**src/rtl/bes_pkg.sv**
```systemverilog
// ----------------------------------------------------------------------------
// bes_pkg
// Shared types, codes and reset constants of the binned error statistics core.
// ----------------------------------------------------------------------------
package bes_pkg;

  localparam int NUM_BINS_DEF = 20;

  localparam logic [31:0] MIN_KEY_RST = 32'sd0;
  localparam logic [31:0] MAX_KEY_RST = 32'd4587520;

  localparam logic [1:0] CMD_ADD    = 2'd0;
  localparam logic [1:0] CMD_READ   = 2'd1;
  localparam logic [1:0] CMD_TOTALS = 2'd2;
  localparam logic [1:0] CMD_CLEAR  = 2'd3;

  localparam logic MODE_DIV  = 1'b0;
  localparam logic MODE_SQRT = 1'b1;

  localparam logic [6:0] DIV_STEPS  = 7'd64;
  localparam logic [6:0] SQRT_STEPS = 7'd32;

  localparam logic [63:0] INT64_MAX = 64'h7FFF_FFFF_FFFF_FFFF;
  localparam logic [63:0] INT64_MIN = 64'h8000_0000_0000_0000;

  typedef struct packed {
    logic [31:0] count;
    logic [63:0] est_sum;
    logic [63:0] tru_sum;
    logic [63:0] sq_sum;
  } acc_t;

  typedef struct packed {
    logic        mode;
    logic [31:0] rem0;
    logic [63:0] din;
    logic [31:0] divisor;
    logic [6:0]  steps;
  } bes_req_t;

endpackage

```
**src/rtl/bes_iter_unit.sv**
```systemverilog
// ----------------------------------------------------------------------------
// bes_iter_unit
// Shared shift-subtract unit: restoring division one quotient bit per cycle,
// or digit-by-digit square root one root bit per cycle.
// ----------------------------------------------------------------------------
module bes_iter_unit import bes_pkg::*; (
  input  logic        clk,
  input  logic        rst_n,
  input  logic        start,
  input  bes_req_t    req,
  output logic        busy,
  output logic        done,
  output logic [63:0] quo
);

  logic        busy_r;
  logic        done_r;
  logic        mode_r;
  logic [32:0] rem_r;
  logic [63:0] sh_r;
  logic [63:0] quo_r;
  logic [31:0] div_r;
  logic [6:0]  cnt_r;

  logic [35:0] op_a;
  logic [35:0] op_b;
  logic [35:0] diff;
  logic        ge;
  logic [32:0] rem_nxt;

  always_comb begin
    if (mode_r == MODE_SQRT) begin
      op_a = {1'b0, rem_r, sh_r[63:62]};
      op_b = {2'b00, quo_r[31:0], 2'b01};
    end else begin
      op_a = {3'b000, rem_r[31:0], sh_r[63]};
      op_b = {4'b0000, div_r};
    end
    diff    = op_a - op_b;
    ge      = !diff[35];
    rem_nxt = ge ? diff[32:0] : op_a[32:0];
  end

  always_ff @(posedge clk) begin
    if (!rst_n) begin
      busy_r <= 1'b0;
      done_r <= 1'b0;
    end else begin
      done_r <= busy_r && (cnt_r == 7'd1);
      if (start) begin
        busy_r <= 1'b1;
      end else if (busy_r && (cnt_r == 7'd1)) begin
        busy_r <= 1'b0;
      end
    end
  end

  always_ff @(posedge clk) begin
    if (start) begin
      mode_r <= req.mode;
      rem_r  <= {1'b0, req.rem0};
      sh_r   <= req.din;
      quo_r  <= '0;
      div_r  <= req.divisor;
      cnt_r  <= req.steps;
    end else if (busy_r) begin
      rem_r <= rem_nxt;
      quo_r <= {quo_r[62:0], ge};
      cnt_r <= cnt_r - 7'd1;
      if (mode_r == MODE_SQRT) begin
        sh_r <= {sh_r[61:0], 2'b00};
      end else begin
        sh_r <= {sh_r[62:0], 1'b0};
      end
    end
  end

  assign busy = busy_r;
  assign done = done_r;
  assign quo  = quo_r;

endmodule

```
**config.mk**
```make
export PLATFORM = sky130hd
export DESIGN_NAME = bes_iter_unit
export DESIGN_NICKNAME = d
export VERILOG_FILES = /design/src/rtl/bes_pkg.sv /design/src/rtl/bes_iter_unit.sv
export SDC_FILE = /design/constraint.sdc
export NUM_CORES = 1
export LEC_CHECK = 0
export BUFFER_PORTS_ARGS = -buffer_cell sky130_fd_sc_hd__buf_4
export CAP_MARGIN = 10
export CORE_UTILIZATION = 45
export CTS_CLUSTER_DIAMETER = 60
export CTS_CLUSTER_SIZE = 16
export DETAILED_ROUTE_END_ITERATION = 16
export PLACE_DENSITY = 0.64
export REMOVE_ABC_BUFFERS = 1
export SKIP_LAST_GASP = 1
export SYNTH_ARGS = -nofsm -noshare
export SYNTH_HDL_FRONTEND = slang
export SYNTH_SLANG_ARGS = --single-unit
```
**constraint.sdc**
```tcl
create_clock -name clk -period 4.5 [get_ports clk]
set_input_delay 0.9 -clock clk [delete_from_list [all_inputs] [get_ports clk]]
set_output_delay 0.9 -clock clk [all_outputs]
set_load 0.02 [all_outputs]
```
==> metrics.md, run 1 <==
| Metric | Value |
|---|---|
| Number of max-cap violations | `0` |
| Worst-Margin Slew | `0.7683 ns` |
| Setup TNS | `0 ns` |
| Initial Util | `46.53%` |
| Full die area | `25,190 um2` |
| Minimum clock period | `3.792 ns` |
| RSZ-0062 raised after global routing | `false` |
| Crit-path cells | `buf_12 > buf_4 > mux2_2 > ha_1 > a21o_1 > a21o_1 > nand3_1 > a31oi_1 > a21o_1 > buf_12 > mux2i_1 > a21oi_1` |
| Layout net count | `1,381` |
| Fraction of registers with async set/reset | `0%` |
| Max Slew Vio Count | `0` |
| Slew Limit Headroom | `48.78%` |
| Sequential cell area fraction in the yosys report | `49.09%` |
| Die Y | `158.7 um` |
| CTS tree | `yes` |
| Post-CTS Setup Bufs | `0` |
| Total power | `0.006413 W` |
| Max rail drop VDD | `325.5 uV` |
| Startpoint types | `register` |
| Number of enable flip-flop cells after synthesis | `136` |
| Total number of vias | `8,068` |
| Clk_skew | `0.01415 ns` |
| CP bufs+invs | `3` |
| Most used cell, CP | `a21o_1` |
| CTS H-Tree Depth | `1` |
| CP delay by family, top | `compound AO/OA/AOI/OAI gates` |
| Cell area after synthesis | `11,050 um2` |
| DP Area | `12,850 um2` |
| Crit path max-delay cell type | `ha_1` |
| Number of library cell types mapped by synthesis | `61` |
| Achievable frequency | `263.7 MHz` |
| WS Path Type | `register to register` |
| Core Rows | `56` |
| Vias in the first global route | `8,124` |
| Initial antenna violation count | `0` |
| Synth Area per Inst | `10.75 um2` |
| Cells after Synth | `1,028` |
| Final ANT Viol Nets | `0` |
| Min-Delay Path Class | `register to register` |
| Overall global routing resource usage | `19.48%` |
| Floorplan core area | `23,750 um2` |
| Pwr Density | `472.9 nW/um2` |
| DRT Wirelength | `24,530 um` |
| Setup violations, final | `0` |
| P_leak | `5.754 nW` |
| Yosys warns | `0` |
| Clock latency on the worst-skew pair | `0.52 ns` |
| Clock sinks | `203` |
| Fin. Hold Viols | `0` |
| Bufs on Longest Clock Path | `3` |
| Slowest stage delay, CP | `0.43 ns` |
| Worst Path Arrival | `4.03 ns` |
| Design Area, Final | `13,560 um2` |
| Antenna fix cells | `0` |
| FF+latch count, synth | `203` |
| Worst EP required | `4.74 ns` |
| DR WL/cell | `15.93 um` |
| Post-DP HPWL | `16,900 um` |
| Layout cells sized above 1 | `25.39%` |
| Starting DRT DRC Count | `371` |
| First-pass GRT wire length | `40,970 um` |
| CTS Buf Count | `22` |
| Area Overhead vs Synth | `22.71%` |
| Die extent in x | `158.7 um` |
| DR DRC count | `0` |
| CTS resizes | `0` |
| Final hold slack | `0.4979 ns` |
| Worst-path clk slew | `0.07 ns` |
| CP Max Fanout | `71` |
| # hold bufs at CTS | `0` |
| CP endpoint kind | `register` |
| Port bufs | `204` |
| DRT Pass-1 Iters | `6` |
| RD Place Congestion | `0.8426` |
| Period utilization | `84.27%` |
| Final core area utilization | `57.10%` |
| Total gr overflow | `0` |
| Via density | `5.239` |
| IO Pins | `205` |
| Status | `complete, no violations` |
| Top_reg_cell synth | `edfxtp_1` |
| Root Driver | `clkbuf_16` |
| Largest net degree at the start of global routing | `87` |
==> routing by layer <==
| metal | global-route usage [%] | wire, um | vias up |
|---|---|---|---|
| li1 | - | - | 4103 |
| met1 | 25.47 | 11200 | 3762 |
| met2 | 31.96 | 11180 | 176 |
| met3 | 5.251 | 1700 | 27 |
| met4 | 4.501 | 444 | 0 |
| met5 | 0 | 0 | - |
==> flip-flops by register name, indices dropped and copies added, names as in the netlist <==
name and count:
mode_r 1, cnt_r 7, sh_r 64, rem_r 33
busy 1, done 1, div_r 32, quo 64
==> cells in the final DEF, fill, tap and decap left out, types with 3 or more instances in the layout <==
cell type	instances
a221oi_2	6
clkbuf_16	23
inv_8	3
and3_1	3
o21ai_0	87
inv_6	4
nor2_1	111
mux2_2	32
nand3b_1	4
xnor2_1	19
nand3_1	5
inv_1	5
buf_4	211
buf_12	3
edfxtp_1	136
o21a_1	5
nor2b_1	3
a31oi_1	9
o21ai_1	3
or2_2	4
clkinv_2	3
nand2b_1	7
o211ai_1	3
nand2_1	118
ha_1	36
and2_1	4
a211oi_1	7
a21oi_1	39
a21o_1	15
a211o_1	3
xor2_1	13
dfxtp_1	66
mux2i_1	175
nand4_1	3
nor3_1	9
==> cell type report <==
type | instances | area (um2)
Clock buffer | 25 | 583.1
Clock inverter | 15 | 132.6
Fill cell | 2105 | 10190
Inverter | 5 | 18.77
Multi-Input combinational cell | 758 | 5341
Sequential cell | 203 | 5429
Tap cell | 319 | 399.1
Timing Repair Buffer | 215 | 1658
==> cells by family (layout without fill, tap and decap cells) <==
logic type,count (synthesis),in the layout,share of synthesized area (%)
XOR/XNOR,32,32,2.536
flip-flops,203,203,49.09
multiplexers,208,208,19.21
AO/OA/AOI/OAI,202,202,11.67
buffers and inverters,67,260,2.604
adder cells (fa/ha/maj),37,37,4.257
AND/OR/NAND/NOR,279,279,10.63
==> worst paths after layout <==
| check | start | to | slack, ns | cells after the start |
|---|---|---|---|---|
| worst max register to register | mode_r | rem_r[29] | 0.71 | 12 |
| worst min-delay path | rem_r[32] | rem_r[32] | 0.50 | 2 |
| worst min register to register | rem_r[32] | rem_r[32] | 0.50 | 2 |
| worst max-delay path | mode_r | rem_r[29] | 0.71 | 12 |
==> Yosys cell counts, types with 5 or more instances <==
cell,number,area (um2)
mux2_2,32,360.4
a221oi_2,6,90.09
or2_2,5,31.28
o21a_1,5,37.54
clkbuf_1,40,150.1
nand2_1,118,442.9
dfxtp_1,67,1341
xnor2_1,19,166.4
mux2i_1,175,1752
ha_1,36,450.4
nand3_1,5,25.02
inv_1,5,18.77
xor2_1,13,113.9
a211oi_1,7,52.55
buf_1,13,48.80
o21ai_0,87,435.4
nand2b_1,7,43.79
a21oi_1,39,195.2
a21o_1,15,112.6
edfxtp_1,136,4084
nor2_1,111,416.7
a31oi_1,9,56.30
nor3_1,9,45.04
==> report_power, final <==
group / internal, W / switching (W)
Clock: 0.000970 / 0.000821
Sequential: 0.00226 / 0.000114
Combinational: 0.00104 / 0.00121
==> stage by stage <==
stage	cells	setup WS, ns
finish	1540	0.7077
global route	1540	0.4091
CTS	1540	0.7160
detailed placement	1500	0.7440
global placement	1500	0.8038
floorplan	966	-2.322
==> tightest hold or removal path: cells and delay by family, from the launching register on <==
| kind | cells | cell delay [ns] |
|---|---|---|
| AO/OA/AOI/OAI | 1 | 0.05 |
| flip-flops | 1 | 0.32 |
| AND/OR/NAND/NOR | 1 | 0.09 |
Note: power is estimated with default switching activity, not from simulation.
==> run 2, diff against run 1 <==
==> constraint.sdc (replaced) <==
create_clock -name clk -period 3.5 [get_ports clk]
set_input_delay 0.7 -clock clk [delete_from_list [all_inputs] [get_ports clk]]
set_output_delay 0.7 -clock clk [all_outputs]
set_load 0.02 [all_outputs]
==> metrics.md, run 2 (synthesis results as in run 1) <==
| Metric | Value |
|---|---|
| Status | `complete, no violations` |
| Met3 wire len | `1642 um` |
| Via density | `5.272` |
| Worst EP required | `3.75 ns` |
| Max layer used | `met4` |
| Sw frac | `33.03%` |
| Logic pwr share | `38.8%` |
| CTS Buf Count | `20` |
| Root Driver | `clkbuf_16` |
| Initial Util | `46.53%` |
| RD Place Congestion | `0.8849` |
| Worst Path Arrival | `3.68 ns` |
| Psw | `0.002849 W` |
| Area Overhead vs Synth | `27.62%` |
| Full die area | `25,190 um2` |
| Layout cells sized above 1 | `29.57%` |
| Pwr Density | `611.4 nW/um2` |
| CTS H-Tree Depth | `1` |
| Most common cell after layout, fill and taps aside | `buf_4` |
| CP endpoint kind | `register` |
| Fin. Hold Viols | `0` |
| Launching point of the worst reg2reg path | `mode_r` |
| Layout net count | `1,430` |
| Initial antenna violation count | `0` |
| Met2 WL post-DR | `12,230 um` |
| Overall global routing resource usage | `20.14%` |
| Min-Delay Path Class | `primary input to register` |
| Most frequent cells in the layout | `buf_4, mux2i_1, edfxtp_1, nand2_1, nor2_1` |
| Crit path max-delay cell type | `edfxtp_1` |
| Crit-path cells | `buf_4 > buf_12 > mux2i_2 > ha_2 > inv_1 > fa_1 > a21o_1 > a221oi_4 > o21ai_4 > a211oi_2 > o21a_1 > o31ai_2 > xor2_1 > mux2i_1 > a21oi_1` |
| Slew Limit Headroom | `50.47%` |
| Setup slack after layout | `0.06641 ns` |
| Max Slew Vio Count | `0` |
| Total gr overflow | `0` |
| Achievable frequency | `291.2 MHz` |
| Floorplan core area | `23,750 um2` |
| Port bufs | `204` |
| Slowest stage delay, CP | `0.42 ns` |
| Clock sinks | `203` |
| CTS tree | `yes` |
| Clk_skew | `0.01264 ns` |
| First-pass GRT wire length | `42,040 um` |
| Design Area, Final | `14,100 um2` |
| Die Y | `158.7 um` |
| WS Path Type | `register to register` |
| Startpoint types | `register` |
| Minimum clock period | `3.434 ns` |
| Worst-Margin Slew | `0.7429 ns` |
| Clock latency on the worst-skew pair | `0.51 ns` |
| Largest net degree at the start of global routing | `177` |
| Int Pwr | `0.005775 W` |
| Pre-CTS setup slack | `-0.01938 ns` |
| Final ANT Viol Nets | `0` |
| Bufs on Longest Clock Path | `3` |
| Total power | `0.008624 W` |
| Setup violations, final | `0` |
| CP Max Fanout | `7` |
| P_leak | `6.012 nW` |
| Worst-path clk slew | `0.07 ns` |
| WL met1 | `11,930 um` |
| DRT Pass-1 Iters | `4` |
| Final hold slack | `0.3631 ns` |
| Vias in the first global route | `8,228` |
| Critical Path Source | `mode_r` |
| DP Area | `13,210 um2` |
| Post-DP HPWL | `18,290 um` |
| Starting DRT DRC Count | `415` |
| Die extent in x | `158.7 um` |
| Antenna fix cells | `0` |
| Number of max-cap violations | `0` |
| HP Start | `req[36]` |
| Max rail drop VDD | `365.6 uV` |
| Register share of total power | `35.5%` |
| DR DRC count | `0` |
| Clock share of power | `25.7%` |
| Total number of vias | `8,367` |
| DR WL/cell | `16.55 um` |
| IO Pins | `205` |
| Post-Place Cells | `1,542` |
| Period utilization | `98.10%` |
| Layout Cells excl Fill | `1,587` |
| Core Rows | `56` |
| RSZ-0062 raised after global routing | `true` |
| DRT Wirelength | `26,260 um` |
[run 2: cell count changes in the layout (fill, tap and decap cells not counted), moves of 2 or more]
cell       delta
a211oi_1      -4
mux2i_2       +2
buf_6         +2
ha_1          -8
bufinv_16     +2
buf_12        +4
ha_2          +8
mux2i_1       -2
buf_8         +2
clkinv_4      +2
a211oi_2      +4
buf_4        +41
inv_8         -3
[run 2: area by class of cell]
cell class / count / area (um2)
fill: 2022 / 9648
multi-input combinational: 758 / 5439
sequential: 203 / 5429
timing repair buffer: 266 / 2148
clock buffer: 23 / 511.7
tap: 319 / 399.1
clock inverter: 13 / 158.9
inverter: 5 / 18.77
[run 2: path summary, 6_finish.rpt]
kind	to	slack (ns)	cells past startpoint
worst min register to register	rem_r[32]	0.49	2
worst max-delay path	rem_r[30]	0.07	15
worst min-delay path	div_r[29]	0.36	1
worst max register to register	rem_r[30]	0.07	15
[run 2: stage by stage]
stage           TNS, ns  utilization (%)
2_1_floorplan   -273.24                -
4_1_cts               0            58.54
3_3_place_gp          0            55.62
5_1_grt         -0.3906            59.38
3_5_place_dp   -0.09917            55.62
6_report              0            59.38
[run 2: power groups by stage]
stage | clock [W] | combinational, W | sequential, W
final | 0.00222 | 0.00334 | 0.00306
after global routing | 0.00235 | 0.00366 | 0.00310
after CTS | 0.00227 | 0.00321 | 0.00306
after detailed placement | 0 | 0.00316 | 0.00311
after global placement | 0 | 0.00313 | 0.00311
after floorplan | 0 | 0.00218 | 0.00310
[run 2: repair_timing]
action | CTS | global route
buffers inserted | 0 | 7
resized for setup | 4 | 23
gates cloned | 0 | 2
hold buffers | 0 | 0
pin swaps | 0 | 17
setup endpoints to repair | 17 | 33
[run 2: metal layers]
metal,vias to the layer above,track usage [%]
met5,-,0
met4,0,4.237
met3,31,4.598
met2,192,32.91
met1,3941,27.12
li1,4203,-
[run 2: worst max-delay path, delay by kind of cell, from the launching register on]
| kind | cells | cell delay (ns) |
|---|---|---|
| flops | 1 | 0.42 |
| xor+xnor | 1 | 0.15 |
| compound gates | 7 | 1.27 |
| buf+inv | 3 | 0.36 |
| fa+ha+maj | 2 | 0.62 |
| mux | 2 | 0.36 |
